[config.mk]
export PLATFORM = sky130hd
export DESIGN_NAME = keyed_removal_fifo_flat
export DESIGN_NICKNAME = d
export VERILOG_FILES = /design/src/sv/kfifo_pkg.sv /design/src/sv/kfifo_if.sv /design/src/sv/kfifo_dp.sv /design/src/sv/kfifo_ctrl.sv /design/src/sv/keyed_removal_fifo.sv /design/src/flat_wrapper.sv
export SDC_FILE = /design/constraint.sdc
export NUM_CORES = 1
export LEC_CHECK = 0
export BUFFER_PORTS_ARGS = -buffer_cell sky130_fd_sc_hd__buf_2
export CORE_MARGIN = 8
export CORE_UTILIZATION = 54
export CTS_BUF_LIST = sky130_fd_sc_hd__clkbuf_8
export DETAILED_ROUTE_END_ITERATION = 7
export PLACE_DENSITY = 0.71
export SLEW_MARGIN = 20
export SYNTH_ARGS = -nofsm -noshare
export SYNTH_HDL_FRONTEND = slang
export SYNTH_SLANG_ARGS = --single-unit
[constraint.sdc]
create_clock -name clk_i -period 7.2 [get_ports clk_i]
set_input_delay 0.36 -clock clk_i [delete_from_list [all_inputs] [get_ports clk_i]]
set_output_delay 0.36 -clock clk_i [all_outputs]
set_load 0.01 [all_outputs]
[src/sv/kfifo_pkg.sv]
// shared types and constants of the keyed removal fifo
// used by the interfaces, the controller, the datapath and the top level
package kfifo_pkg;

  localparam int unsigned Depth   = 16;
  localparam int unsigned PidBits = 16;
  localparam int unsigned IdxW    = (Depth > 1) ? $clog2(Depth) : 1;
  localparam int unsigned CntW    = $clog2(Depth + 1);
  localparam int unsigned StatW   = 2;

  typedef logic [PidBits-1:0] pid_t;
  typedef logic [IdxW-1:0]    idx_t;
  typedef logic [CntW-1:0]    cnt_t;

  typedef enum logic [0:0] {
    OP_APPEND = 1'b0,
    OP_REMOVE = 1'b1
  } op_e;

  typedef enum logic [StatW-1:0] {
    ST_OK        = 2'd0,
    ST_NOT_FOUND = 2'd1,
    ST_FULL      = 2'd2,
    ST_EMPTY     = 2'd3
  } status_e;

  // controller to datapath
  typedef struct packed {
    logic    load;
    logic    append;
    logic    srch;
    logic    hit;
    logic    shift;
    logic    dec;
    logic    set_status;
    status_e status;
    logic    finish;
  } cmd_t;

  // datapath to controller
  typedef struct packed {
    logic is_remove;
    logic full;
    logic empty;
    logic hit;
    logic scan_last;
    logic shift_last;
  } dp_status_t;

endpackage

[src/sv/kfifo_if.sv]
// request and response channels of the keyed removal fifo
// depends on kfifo_pkg for the field widths
interface kfifo_req_if;
  logic                 valid;
  logic                 ready;
  logic                 operation;
  kfifo_pkg::pid_t      pid;

  modport source (output valid, output operation, output pid, input ready);
  modport sink   (input valid, input operation, input pid, output ready);
endinterface

interface kfifo_rsp_if;
  logic                       valid;
  logic                       ready;
  logic [kfifo_pkg::StatW-1:0] status;
  kfifo_pkg::pid_t            removed_pid;
  logic                       head_valid;
  kfifo_pkg::pid_t            head_pid;
  logic [4:0]                 count;

  modport source (output valid, output status, output removed_pid, output head_valid,
                  output head_pid, output count, input ready);
  modport sink   (input valid, input status, input removed_pid, input head_valid,
                  input head_pid, input count, output ready);
endinterface

[src/sv/kfifo_dp.sv]
// datapath of the keyed removal fifo: entry memory, count, head copy,
// search and shift pointers and the response register; depends on kfifo_pkg
module kfifo_dp (
  input  logic                    clk_i,
  input  logic                    rst_ni,
  input  kfifo_pkg::cmd_t         cmd_i,
  output kfifo_pkg::dp_status_t   st_o,
  input  logic                    operation_i,
  input  kfifo_pkg::pid_t         pid_i,
  output kfifo_pkg::status_e      status_o,
  output kfifo_pkg::pid_t         removed_pid_o,
  output logic                    head_valid_o,
  output kfifo_pkg::pid_t         head_pid_o,
  output logic [4:0]              count_o
);
  import kfifo_pkg::*;

  pid_t    mem [Depth];
  pid_t    rdata_q;
  cnt_t    cnt_q;
  logic    rv_q;
  idx_t    idx_q;
  idx_t    cidx_q;
  idx_t    wa_q;
  pid_t    head_q;
  pid_t    removed_q;
  op_e     op_q;
  pid_t    key_q;
  status_e status_q;

  // memory: one write and one registered read per cycle
  always_ff @(posedge clk_i) begin
    if (cmd_i.append) begin
      mem[cnt_q[IdxW-1:0]] <= key_q;
    end else if (cmd_i.shift && rv_q) begin
      mem[wa_q] <= rdata_q;
    end
    if (cmd_i.srch || cmd_i.shift) begin
      rdata_q <= mem[idx_q];
    end
  end

  always_ff @(posedge clk_i or negedge rst_ni) begin
    if (!rst_ni) begin
      cnt_q <= '0;
      rv_q  <= 1'b0;
    end else begin
      if (cmd_i.append) begin
        cnt_q <= cnt_q + cnt_t'(1);
      end else if (cmd_i.dec) begin
        cnt_q <= cnt_q - cnt_t'(1);
      end
      if (cmd_i.load || cmd_i.hit) begin
        rv_q <= 1'b0;
      end else if (cmd_i.srch || cmd_i.shift) begin
        rv_q <= 1'b1;
      end
    end
  end

  always_ff @(posedge clk_i) begin
    if (cmd_i.load) begin
      op_q      <= op_e'(operation_i);
      key_q     <= pid_i;
      idx_q     <= '0;
      removed_q <= '0;
    end
    if (cmd_i.srch) begin
      idx_q  <= idx_q + idx_t'(1);
      cidx_q <= idx_q;
    end
    if (cmd_i.hit) begin
      // shift reads one past the hit and writes at the hit
      idx_q     <= cidx_q + idx_t'(1);
      wa_q      <= cidx_q;
      removed_q <= rdata_q;
    end
    if (cmd_i.shift) begin
      idx_q <= idx_q + idx_t'(1);
      if (rv_q) begin
        wa_q <= wa_q + idx_t'(1);
        if (wa_q == '0) begin
          head_q <= rdata_q;
        end
      end
    end
    if (cmd_i.append && (cnt_q == '0)) begin
      head_q <= key_q;
    end
    if (cmd_i.set_status) begin
      status_q <= cmd_i.status;
    end
    if (cmd_i.finish) begin
      status_o      <= status_q;
      removed_pid_o <= removed_q;
      head_valid_o  <= (cnt_q != '0);
      head_pid_o    <= (cnt_q != '0) ? head_q : '0;
      count_o       <= 5'(cnt_q);
    end
  end

  assign st_o.is_remove  = (op_q == OP_REMOVE);
  assign st_o.full       = (cnt_q == cnt_t'(Depth));
  assign st_o.empty      = (cnt_q == '0);
  assign st_o.hit        = rv_q && (rdata_q == key_q);
  assign st_o.scan_last  = rv_q && ((cnt_t'(cidx_q) + cnt_t'(1)) == cnt_q);
  assign st_o.shift_last = rv_q && ((cnt_t'(wa_q) + cnt_t'(2)) == cnt_q);

endmodule

[src/sv/kfifo_ctrl.sv]
// controller of the keyed removal fifo: sequences append, search and shift
// and owns both handshakes; depends on kfifo_pkg
module kfifo_ctrl (
  input  logic                  clk_i,
  input  logic                  rst_ni,
  input  logic                  in_valid_i,
  output logic                  in_ready_o,
  output logic                  out_valid_o,
  input  logic                  out_ready_i,
  input  kfifo_pkg::dp_status_t st_i,
  output kfifo_pkg::cmd_t       cmd_o
);
  import kfifo_pkg::*;

  typedef enum logic [4:0] {
    S_IDLE  = 5'b00001,
    S_EXEC  = 5'b00010,
    S_SRCH  = 5'b00100,
    S_SHIFT = 5'b01000,
    S_DONE  = 5'b10000
  } state_e;

  state_e state_q, state_d;
  logic   out_valid_q, out_valid_d;
  logic   out_free;

  assign out_free    = !out_valid_q || out_ready_i;
  assign in_ready_o  = (state_q == S_IDLE);
  assign out_valid_o = out_valid_q;

  always_comb begin
    state_d     = state_q;
    cmd_o       = '0;
    cmd_o.status = ST_OK;
    out_valid_d = out_valid_q && !out_ready_i;
    unique case (state_q)
      S_IDLE: begin
        if (in_valid_i) begin
          cmd_o.load = 1'b1;
          state_d    = S_EXEC;
        end
      end
      S_EXEC: begin
        cmd_o.set_status = 1'b1;
        if (!st_i.is_remove) begin
          if (st_i.full) begin
            cmd_o.status = ST_FULL;
          end else begin
            cmd_o.append = 1'b1;
          end
          state_d = S_DONE;
        end else if (st_i.empty) begin
          cmd_o.status = ST_EMPTY;
          state_d      = S_DONE;
        end else begin
          state_d = S_SRCH;
        end
      end
      S_SRCH: begin
        // one entry read per cycle, compared in the cycle after it is read
        priority if (st_i.hit) begin
          cmd_o.hit = 1'b1;
          if (st_i.scan_last) begin
            cmd_o.dec = 1'b1;
            state_d   = S_DONE;
          end else begin
            state_d = S_SHIFT;
          end
        end else if (st_i.scan_last) begin
          cmd_o.set_status = 1'b1;
          cmd_o.status     = ST_NOT_FOUND;
          state_d          = S_DONE;
        end else begin
          cmd_o.srch = 1'b1;
        end
      end
      S_SHIFT: begin
        cmd_o.shift = 1'b1;
        if (st_i.shift_last) begin
          cmd_o.dec = 1'b1;
          state_d   = S_DONE;
        end
      end
      S_DONE: begin
        if (out_free) begin
          cmd_o.finish = 1'b1;
          out_valid_d  = 1'b1;
          state_d      = S_IDLE;
        end
      end
      default: begin
        state_d = S_IDLE;
      end
    endcase
  end

  always_ff @(posedge clk_i or negedge rst_ni) begin
    if (!rst_ni) begin
      state_q     <= S_IDLE;
      out_valid_q <= 1'b0;
    end else begin
      state_q     <= state_d;
      out_valid_q <= out_valid_d;
    end
  end

endmodule

[src/sv/keyed_removal_fifo.sv]
// Ordered queue of up to 16 process identifiers with append at the tail and
// removal of the first entry that matches a key, the gap being closed so the
// other entries keep their order. Each request gives one response with status,
// removed identifier, head and count. A remove searches from the head, and a
// match that is not the last entry is followed by a shift of the later entries.
// The entries sit in a memory with one read and one write port, so the search
// and the shift each move one entry per cycle. One request is worked on at a
// time. The next request can be accepted as soon as the response turns valid,
// even while that response still waits to be taken. Reset clears the count
// and the handshakes. The entry memory is not cleared, as only entries below
// the count are ever used, so no clearing pass is needed.
module keyed_removal_fifo (
  input  logic        clk_i,
  input  logic        rst_ni,
  kfifo_req_if.sink   req,
  kfifo_rsp_if.source rsp
);
  import kfifo_pkg::*;

  cmd_t       cmd;
  dp_status_t st;
  status_e    status;

  kfifo_ctrl u_ctrl (
    .clk_i       (clk_i),
    .rst_ni      (rst_ni),
    .in_valid_i  (req.valid),
    .in_ready_o  (req.ready),
    .out_valid_o (rsp.valid),
    .out_ready_i (rsp.ready),
    .st_i        (st),
    .cmd_o       (cmd)
  );

  kfifo_dp u_dp (
    .clk_i         (clk_i),
    .rst_ni        (rst_ni),
    .cmd_i         (cmd),
    .st_o          (st),
    .operation_i   (req.operation),
    .pid_i         (req.pid),
    .status_o      (status),
    .removed_pid_o (rsp.removed_pid),
    .head_valid_o  (rsp.head_valid),
    .head_pid_o    (rsp.head_pid),
    .count_o       (rsp.count)
  );

  assign rsp.status = status;

endmodule

[src/flat_wrapper.sv]
// flat-port wrapper written by rule: the top's interface ports become plain ports
module keyed_removal_fifo_flat import kfifo_pkg::*;
  (clk_i, rst_ni, req_valid, req_operation, req_pid, req_ready, rsp_valid, rsp_status, rsp_removed_pid, rsp_head_valid, rsp_head_pid, rsp_count, rsp_ready);
  kfifo_req_if req_i ();
  kfifo_rsp_if rsp_i ();
  input  logic clk_i;
  input  logic rst_ni;
  input wire logic [$bits(req_i.valid)-1:0] req_valid;
  input wire logic [$bits(req_i.operation)-1:0] req_operation;
  input wire logic [$bits(req_i.pid)-1:0] req_pid;
  output wire logic [$bits(req_i.ready)-1:0] req_ready;
  output wire logic [$bits(rsp_i.valid)-1:0] rsp_valid;
  output wire logic [$bits(rsp_i.status)-1:0] rsp_status;
  output wire logic [$bits(rsp_i.removed_pid)-1:0] rsp_removed_pid;
  output wire logic [$bits(rsp_i.head_valid)-1:0] rsp_head_valid;
  output wire logic [$bits(rsp_i.head_pid)-1:0] rsp_head_pid;
  output wire logic [$bits(rsp_i.count)-1:0] rsp_count;
  input wire logic [$bits(rsp_i.ready)-1:0] rsp_ready;
  assign req_i.valid = req_valid;
  assign req_i.operation = req_operation;
  assign req_i.pid = req_pid;
  assign req_ready = req_i.ready;
  assign rsp_valid = rsp_i.valid;
  assign rsp_status = rsp_i.status;
  assign rsp_removed_pid = rsp_i.removed_pid;
  assign rsp_head_valid = rsp_i.head_valid;
  assign rsp_head_pid = rsp_i.head_pid;
  assign rsp_count = rsp_i.count;
  assign rsp_i.ready = rsp_ready;
  keyed_removal_fifo u_core (.clk_i(clk_i), .rst_ni(rst_ni), .req(req_i), .rsp(rsp_i));
endmodule
Word level (Yosys, flattened, before mapping)
Memories as Yosys holds them, arrays and structs flattened. A register that Yosys moved wholly into a read port is not among the register bits. Cells that the tools add are included.

Flip-flop bits (word level): 115. Latch bits: 0. RAM bits: 256. ROM bits: 0. Input port bits: 21. Output and inout bits: 42. Memories kept: 1.

Memories: u_core.u_dp.mem (words 16, width 16, read ports 1, clocked after memory_dff 1, wr ports 1, RTL line kfifo_dp.sv:18) `pid_t mem [Depth];`.

Add/subtract/negate cells: 7. Multiply operators: 0. Div/mod/pow operators: 0. Order comparisons: 0. Equality and inequality tests: 13. Shifts and indexed selects: 0. Muxes and demuxes: 58. Bitwise logic cells: 0. Reduce and logical (&&, ||, !) cells: 24.

Operators with widths (count): 2-to-1 mux 16 bit (7); 2-to-1 mux 5 bit (10); 2-to-1 mux 4 bit (8); one-hot mux 5 bit (5 select lines) (1); 2-to-1 mux 1 bit (24); equality test 16 bit (1); OR reduction 16 bit (1); adder 4 x 1 -> 4 bit, second input constant (3); nonzero test 2 bit (6); equality test 5 bit (2); equality test 5 bit, second input constant (2); 2-to-1 mux 2 bit (4); logical AND 1 bit (6); 2-to-1 mux 3 bit (2); one-hot mux 3 bit (2 select lines) (1); adder 4 x 1 -> 5 bit, second input constant (1); adder 4 x 2 -> 5 bit, second input constant (1); adder 5 x 1 -> 5 bit, second input constant (1); equality test 5 x 1 -> 1 bit, second input constant (1); equality test 5 x 2 -> 1 bit, second input constant (1); equality test 5 x 3 -> 1 bit, second input constant (1); equality test 5 x 4 -> 1 bit, second input constant (1); logical NOT 5 bit (1); nonzero test 5 bit (1); other kinds (11) (15).

Logic depth before layout (Yosys ltp)
Gate-level depths: netlist of the first run.

Depth in word-level cells: 9. Mapped depth: 10. Gate-level depth less buffers: 10.

Hierarchy
From an unflattened synthesis of the first run, not the netlist that was laid out.

Cell total of the unflattened synthesis: 801. Area, all modules: 15371.0 um^2.

Modules (own cells, without submodules): kfifo_dp (times used 1, cells each 753, area each 14963.1 um^2, sequential area each 11370.9 um^2); kfifo_ctrl (times used 1, cells each 48, area each 407.9 um^2, sequential area each 151.4 um^2).

Least setup slack after synthesis of the first run
OpenSTA, ideal clock, no wires.

Path kind: reg-to-reg. Start point: register u_core.u_ctrl.state_q[3]. End point: register u_core.u_dp.count_o[0] (enable). Library setup time: 442 ps. Arrival time: 2586 ps. Setup slack: 4172 ps. Cell stages (with the launch flop): 4. Clock period less this slack: 3028 ps. Path through: dfrtp_1 -> nor3_2 -> nand3b_1 -> nor2b_1.

RTL lines: start, declared (RTL line kfifo_ctrl.sv:23) `state_e state_q, state_d;`; start signal, assigned (RTL line kfifo_ctrl.sv:102) `state_q <= state_d;`; end signal, assigned (RTL line kfifo_dp.sv:98) `count_o <= 5'(cnt_q);`; end, declared (RTL line kfifo_dp.sv:14) `output logic [4:0] count_o`.

Final worst setup path of the first run
Start point: register u_core.u_ctrl.state_q[4]. End point: memory u_core.u_dp.mem[1][2] (netlist name) (enable).

Cells in the longest elaborated chain, start to end: 8.

RTL lines: equality test 5 x 4 -> 1 bit (RTL line kfifo_ctrl.sv:36) `unique case (state_q)`; 2-to-1 mux 1 bit (RTL line kfifo_ctrl.sv:36); logical AND 1 bit (RTL line kfifo_dp.sv:35) `end else if (cmd_i.shift && rv_q) begin`; 2-to-1 mux 1 bit (RTL line kfifo_dp.sv:35); 2-to-1 mux 1 bit (RTL line kfifo_dp.sv:33) `if (cmd_i.append) begin`; 2-to-1 mux 1 bit (implied by the code) (RTL line kfifo_dp.sv:36) `mem[wa_q] <= rdata_q;`; OR reduction 16 bit (no source line); 2-to-1 mux 4 bit (no source line) or 2-to-1 mux 1 bit (tied branches); end, declared (RTL line kfifo_dp.sv:18).

Several ways; a longest one is shown, not always the timed one.

==> reports/qor.csv, run 1 <==
metric;value;unit
unrepaired setup endpoints after global routing;false;
Synth Cell Area;15500;µm²
placed cell areas;16300;µm²
root buffer cell;clkbuf_8;
# resized after CTS;0;
status;finished clean;
Max Cap Viol;0;
final setup vio count;0;
RePlAce Congestion;0.886;
Die Span X;186;µm
register area share after synthesis;0.742;
final hold vios;0;
Synth top cells by count;371 x edfxtp_1, 90 x nand2_1, 52 x mux2i_1;
Req. time, crit path;7400;ps
fmax;0.280;GHz
Slew Viols, Final;0;
Endpoint, Worst Hold;u_core.u_ctrl.state_q[4]$_DFFE_PN0P_;
Min Hold Slack;132;ps
max_slew headroom;0.304;
RR Endpoint;u_core.u_dp.mem[1][2]$_DFFE_PP_;
core box area;28500;µm²
Clk Latency, worst-skew pair;600;ps
full die area;34400;µm²
total grt overflow;0;
Worst Hold Launch;rsp_ready;
vias in the first global route;8308;
Synth area leaders;edfxtp_1 72%, mux4_2 4.6%, mux2i_1 3.4%;
CTS tree;done;
Final HPWL DP;19900;µm
DRT Wirelength;32000;µm
Yosys reg bits;387;
Tmin final;3570;ps
Worst Path Arrival;3770;ps
Tightest Pin Transition;1040;ps
maximum fanout along the worst path;32;
reg2reg path depth;6;
htree depth;2;
drt pass-1 iters;5;
most common cell in the synthesized netlist;edfxtp_1;
Unique masters post-synth;53;
# rows;62;
post-DR vias/cell;5.69;
Hold Path Class;primary input to flop;
cells after synthesis;916;
gr usage total;0.187;
area leader, netlist;edfxtp_1;
ys async rst share;0.0310;
CP endpoint kind;flop;
synthesized-area fraction occupied by adder cells;0.00774;
global-route wire length before repair;48200;µm
crit path launch type;flop;
Sum Neg Setup Slack;0;ps
pwr/cell area;316;nW/µm²
EDFF count, synth;371;
DRC;0;
reg2reg start;u_core.u_ctrl.state_q[4]$_DFFE_PN0P_;
final core occ;0.614;
Nets;1058;
IO Count;63;
Syn Nets;946;
share of the synthesized area in the top cell type;0.718;
design area;17500;µm²
largest net degree at the start of global routing;101;
leakage power;0.00617;µW
hold depth;3;
Antenna Nets Post-Route;0;
VDD IR max;158;µV
Worst-path clk slew;70;ps
skew final;20.5;ps
WS Path Type;flop to flop;
post-synthesis xor/xnor area fraction;0.0203;
Initial Util;0.544;
Avg Cell Area, Syn;16.9;µm²
layout cell share with drive strength beyond 1;0.219;
Starting DRT DRC Count;682;
Yosys Warn Count;0;
most common flop cell mapped by yosys;edfxtp_1;
period utilisation layout;0.495;
Die Height;186;µm
CTS buffer count;58;
compound-cell area share of the yosys netlist;0.0497;
largest family of logic cells by synthesized area;multiplexers;
average wire per standard cell;21.9;µm
Synth Area in Simple Gates;0.0599;
multiplexer share of the synthesized area;0.105;
clk buf depth;3;
Ant. Diodes;0;
Port Buf Inserts;62;
TritonCTS Sinks;387;
Layout Area Growth over Synthesis;12.9;%
R2R setup slack;3630;ps
via count;8291;
initial antenna violation count;0;
worst max path at each step:
stage	startpoint	to	slack, ps	depth (start not counted)
6_report	u_core.u_ctrl.state_q[4]$_DFFE_PN0P_	u_core.u_dp.mem[1][2]$_DFFE_PP_	3630	6
5_1_grt	u_core.u_ctrl.state_q[4]$_DFFE_PN0P_	u_core.u_dp.mem[3][1]$_DFFE_PP_	3390	6
4_1_cts	u_core.u_ctrl.state_q[4]$_DFFE_PN0P_	u_core.u_dp.mem[3][0]$_DFFE_PP_	3680	6
3_5_place_dp	u_core.u_ctrl.state_q[4]$_DFFE_PN0P_	u_core.u_dp.mem[3][12]$_DFFE_PP_	3680	6
3_3_place_gp	u_core.u_ctrl.state_q[4]$_DFFE_PN0P_	u_core.u_dp.mem[1][14]$_DFFE_PP_	3840	6
2_1_floorplan	u_core.u_ctrl.state_q[3]$_DFFE_PN0P_	u_core.u_dp.count_o[0]$_DFFE_PP_	4170	3
what timing repair did:
| action | CTS | global route |
|---|---|---|
| endpoints found under the hold margin | 30 | 0 |
| hold buffers | 19 | 0 |
| setup buffers | 0 | 0 |
placed cells by master (no fill, tap or decap), drive strengths merged, types with 27 or more instances in the layout:
cell type	count
buf	77
mux4	32
o21ai	38
mux2	31
inv	31
edfxtp	371
mux2i	52
nand2	91
nor2	27
xnor2	28
clkbuf	61
routing by layer:
metal / global-route usage / part of all wire / up-vias
met5: 0 / 0 / -
met2: 0.292 / 0.46 / 347
li1: - / - / 3785
met3: 0.0386 / 0.086 / 72
met4: 0.0781 / 0.031 / 0
met1: 0.254 / 0.42 / 4087
per-stage QoR:
| step | total power (µW) | setup slack, ps | cells |
|---|---|---|---|
| 5_1_grt | 5780 | 3390 | 1457 |
| 3_5_place_dp | 3940 | 3680 | 1333 |
| 4_1_cts | 5580 | 3680 | 1457 |
| 3_3_place_gp | 3920 | 3840 | 1333 |
| 2_1_floorplan | 3580 | 4170 | 916 |
| 6_report | 5540 | 3630 | 1457 |
cell type report:
type	count	area (µm²)
clock buffers	61	840
clock inverters	44	221
fillers	2098	11000
inverters	11	41.3
multi-input cells	474	3800
flip-flops and latches	387	11500
well taps	384	480
repair buffers	96	626
flip-flops by register name (all words and copies together) (netlist names), 2 cells and up:
signal,cells
u_core.u_dp.idx_q,4
u_core.u_dp.mem,256
u_core.u_dp.status_o,2
u_core.u_dp.key_q,16
u_core.u_dp.cnt_q,5
u_core.u_dp.removed_q,16
u_core.u_dp.rdata_q,16
u_core.u_dp.status_q,2
u_core.u_dp.count_o,5
u_core.u_dp.head_q,16
u_core.u_dp.removed_pid_o,16
u_core.u_dp.cidx_q,4
u_core.u_ctrl.state_q,5
u_core.u_dp.head_pid_o,16
u_core.u_dp.wa_q,4
worst max-delay path, cell delays in order (launching register included):
cell     delay (ps)
dfrtp_1         410
nor3_1          260
and3b_1         420
nand2_1         620
nor3_1          420
a21oi_1         190
nor2_2          850
power by group:
part | switching (µW) | total [µW] | internal (µW) | leakage, µW
Sequential | 127 | 2850 | 2720 | 0.00354
Combinational | 672 | 1060 | 387 | 0.00202
Clock | 805 | 1630 | 822 | 0.000611
Total | 1600 | 5540 | 3930 | 0.00617
kinds of logic (layout without fill, tap and decap cells):
kind of cell / Yosys count / after routing
DFF: 387 / 387
and+or+nand+nor: 195 / 195
AOI/OAI and AO/OA: 119 / 119
muxes: 115 / 115
buffers and inverters: 55 / 212
xor gates and xnor gates: 36 / 36
adders and majority gates: 9 / 9
Note: power is estimated with default switching activity, not from simulation.
==> run 2: changes to the inputs <==
==> constraint.sdc (replaced) <==
create_clock -name clk_i -period 3.65 [get_ports clk_i]
set_input_delay 0.1825 -clock clk_i [delete_from_list [all_inputs] [get_ports clk_i]]
set_output_delay 0.1825 -clock clk_i [all_outputs]
set_load 0.01 [all_outputs]
==> reports/qor.csv, run 2 (synthesized netlist as in run 1, its figures left out) <==
metric;value;unit;change
Power Total;11000;µW;was 5540 µW
Switching Fraction;0.277;;was 0.290
root buffer cell;clkbuf_8;;unchanged
CP endpoint kind;flop;;unchanged
sequential share of power;0.512;;was 0.515
pwr/cell area;620;nW/µm²;was 316 nW/µm²
commonest non-fill, non-tap cell in the layout;edfxtp_1;;unchanged
Slew Viols, Final;0;;unchanged
WS Path Type;flop to flop;;unchanged
Nets;1074;;was 1058
Post-Layout Cell Count;1472;;was 1457
total grt overflow;0;;unchanged
post-DR vias/cell;5.66;;was 5.69
Pint;7940;µW;was 3930 µW
Placed Cells;1348;;was 1333
Die Span X;186;µm;unchanged
VDD IR max;481;µV;was 158 µV
Sum Neg Setup Slack;0;ps;unchanged
drt pass-1 iters;5;;unchanged
Worst-path clk slew;60;ps;was 70 ps
via count;8332;;was 8291
Antenna Nets Post-Route;0;;unchanged
Post-Place Worst Slack;358;ps;was 3680 ps
crit path launch type;flop;;unchanged
final hold vios;0;;unchanged
Starting DRT DRC Count;746;;was 682
fmax;0.344;GHz;was 0.280 GHz
RePlAce Congestion;0.945;;was 0.886
DRT Wirelength;31500;µm;was 32000 µm
Ant. Diodes;0;;unchanged
final core occ;0.620;;was 0.614
htree depth;2;;unchanged
slowest CP cell;a211oi_2;;was nor2_2
largest net degree at the start of global routing;101;;unchanged
Clk Latency, worst-skew pair;590;ps;was 600 ps
most frequent cells in the layout;371 x edfxtp_1, 90 x nand2_1, 62 x buf_2;;unchanged
Req. time, crit path;3880;ps;was 7400 ps
area occupied by multi-input gates;3800;µm²;unchanged
average wire per standard cell;21.4;µm;was 21.9 µm
leakage power;0.00630;µW;was 0.00617 µW
Initial Util;0.544;;unchanged
full die area;34400;µm²;unchanged
Tmin final;2910;ps;was 3570 ps
clock share of power;0.306;;was 0.294
IO Count;63;;unchanged
most flop-heavy register;u_core.u_dp.mem;;unchanged
unrepaired setup endpoints after global routing;false;;unchanged
status;finished clean;;unchanged
gr usage total;0.186;;was 0.187
vias in the first global route;8407;;was 8308
Worst Path Buf+Inv;1;;was 0
global-route wire length before repair;48200;µm;about the same
# resized after CTS;0;;unchanged
Top cell by count, worst path;xnor2_1;;was nor3_1
Combinational Power Share;0.182;;was 0.191
max_slew headroom;0.341;;was 0.304
DRC;0;;unchanged
period utilisation layout;0.797;;was 0.495
sequential cell area;11500;µm²;unchanged
Layout Area Growth over Synthesis;14.1;%;was 12.9%
skew final;25.0;ps;was 20.5 ps
# rows;62;;unchanged
net switching power figure;3040;µW;was 1610 µW
fillers;2106;;was 2098
Worst Path Arrival;3130;ps;was 3770 ps
maximum fanout along the worst path;16;;was 32
TritonCTS Sinks;387;;unchanged
max FFs per register;256;;unchanged
CP top delay family;compound AO/OA/AOI/OAI gates;;was simple AND/OR/NAND/NOR gates
Tightest Pin Transition;987;ps;was 1040 ps
initial antenna violation count;0;;unchanged
Max stage delay on crit path;580;ps;was 850 ps
clk buf depth;3;;unchanged
Final HPWL DP;19000;µm;was 19900 µm
CTS buffer count;57;;was 58
final setup margin;742;ps;was 3630 ps
Max Cap Viol;0;;unchanged
core box area;28500;µm²;unchanged
Hold Path Class;primary input to async pin;;was primary input to flop
final setup vio count;0;;unchanged
Port Buf Inserts;62;;unchanged
layout cell share with drive strength beyond 1;0.230;;was 0.219
Die Height;186;µm;unchanged
CTS tree;done;;unchanged
Critical Path, Cell by Cell;ha_1, xnor2_1, xnor2_1, nor4_2, a211oi_2, nor2_1, inv_1;;was nor3_1, and3b_1, nand2_1, nor3_1, a21oi_1, nor2_2
run 2: cell types whose count changed in the layout (fill, tap and decap cells not counted), sizes merged:
cell	delta
clkinvlp	-1
bufinv	+3
dlygate4sd3	+2
buf	+15
inv	+6
clkinv	-8
clkbuf	-2
run 2: metal layers:
metal / part of all wire / global-route usage
met1: 0.41 / 0.242
met2: 0.49 / 0.310
met3: 0.077 / 0.0365
met4: 0.026 / 0.0632
met5: 0 / 0
run 2: what timing repair did:
action,4_1_cts,5_1_grt
hold endpoints to repair,33,0
hold buffers,21,0
setup buffers,0,0
run 2: final timing paths:
check | start | depth (start not counted) | endpoint | slack, ps
max | u_core.u_dp.cidx_q[0]$_DFFE_PP_ | 7 | u_core.u_dp.rdata_q[14]$_DFFE_PP_ | 740
min | rst_ni | 2 | u_core.u_ctrl.state_q[0]$_DFFE_PN1P_ | 90
max reg2reg | u_core.u_dp.cidx_q[0]$_DFFE_PP_ | 7 | u_core.u_dp.rdata_q[14]$_DFFE_PP_ | 740
min reg2reg | u_core.u_dp.removed_q[9]$_SDFFCE_PN0P_ | 0 | u_core.u_dp.removed_pid_o[9]$_DFFE_PP_ | 410
max in group asynchronous | rst_ni | 3 | u_core.u_dp.cnt_q[1]$_DFFE_PN0P_ | 2580
min in group clk_i | req_pid[11] | 2 | u_core.u_dp.key_q[11]$_DFFE_PP_ | 310
run 2: worst register-to-register path, stage by stage (launching register included):
cell	delay, ps
edfxtp_1	470
ha_1	270
xnor2_1	280
xnor2_1	170
nor4_2	80
a211oi_2	580
nor2_1	200
inv_1	490
run 2: layout make-up:
cell class              instances  share of cell area
multi-input cells             474               0.215
clock buffers                  59              0.0458
well taps                     384              0.0271
clock inverters                44              0.0167
flip-flops and latches        387               0.650
inverters                      11             0.00233
repair buffers                113              0.0428
run 2: through the flow:
stage	hold WS [ps]	cell area, µm²
2_1_floorplan	-113	15500
3_3_place_gp	82.9	16400
3_5_place_dp	86.7	16400
4_1_cts	64.8	17700
5_1_grt	92.4	17700
6_report	94.1	17700
run 2: power groups by stage:
stage          combinational, µW  sequential (µW)  clock (µW)
6_report                    2000             5620        3360
5_1_grt                     2190             5650        3600
4_1_cts                     2010             5620        3410
3_5_place_dp                1980             5710           0
3_3_place_gp                1950             5710           0
2_1_floorplan               1490             5580           0
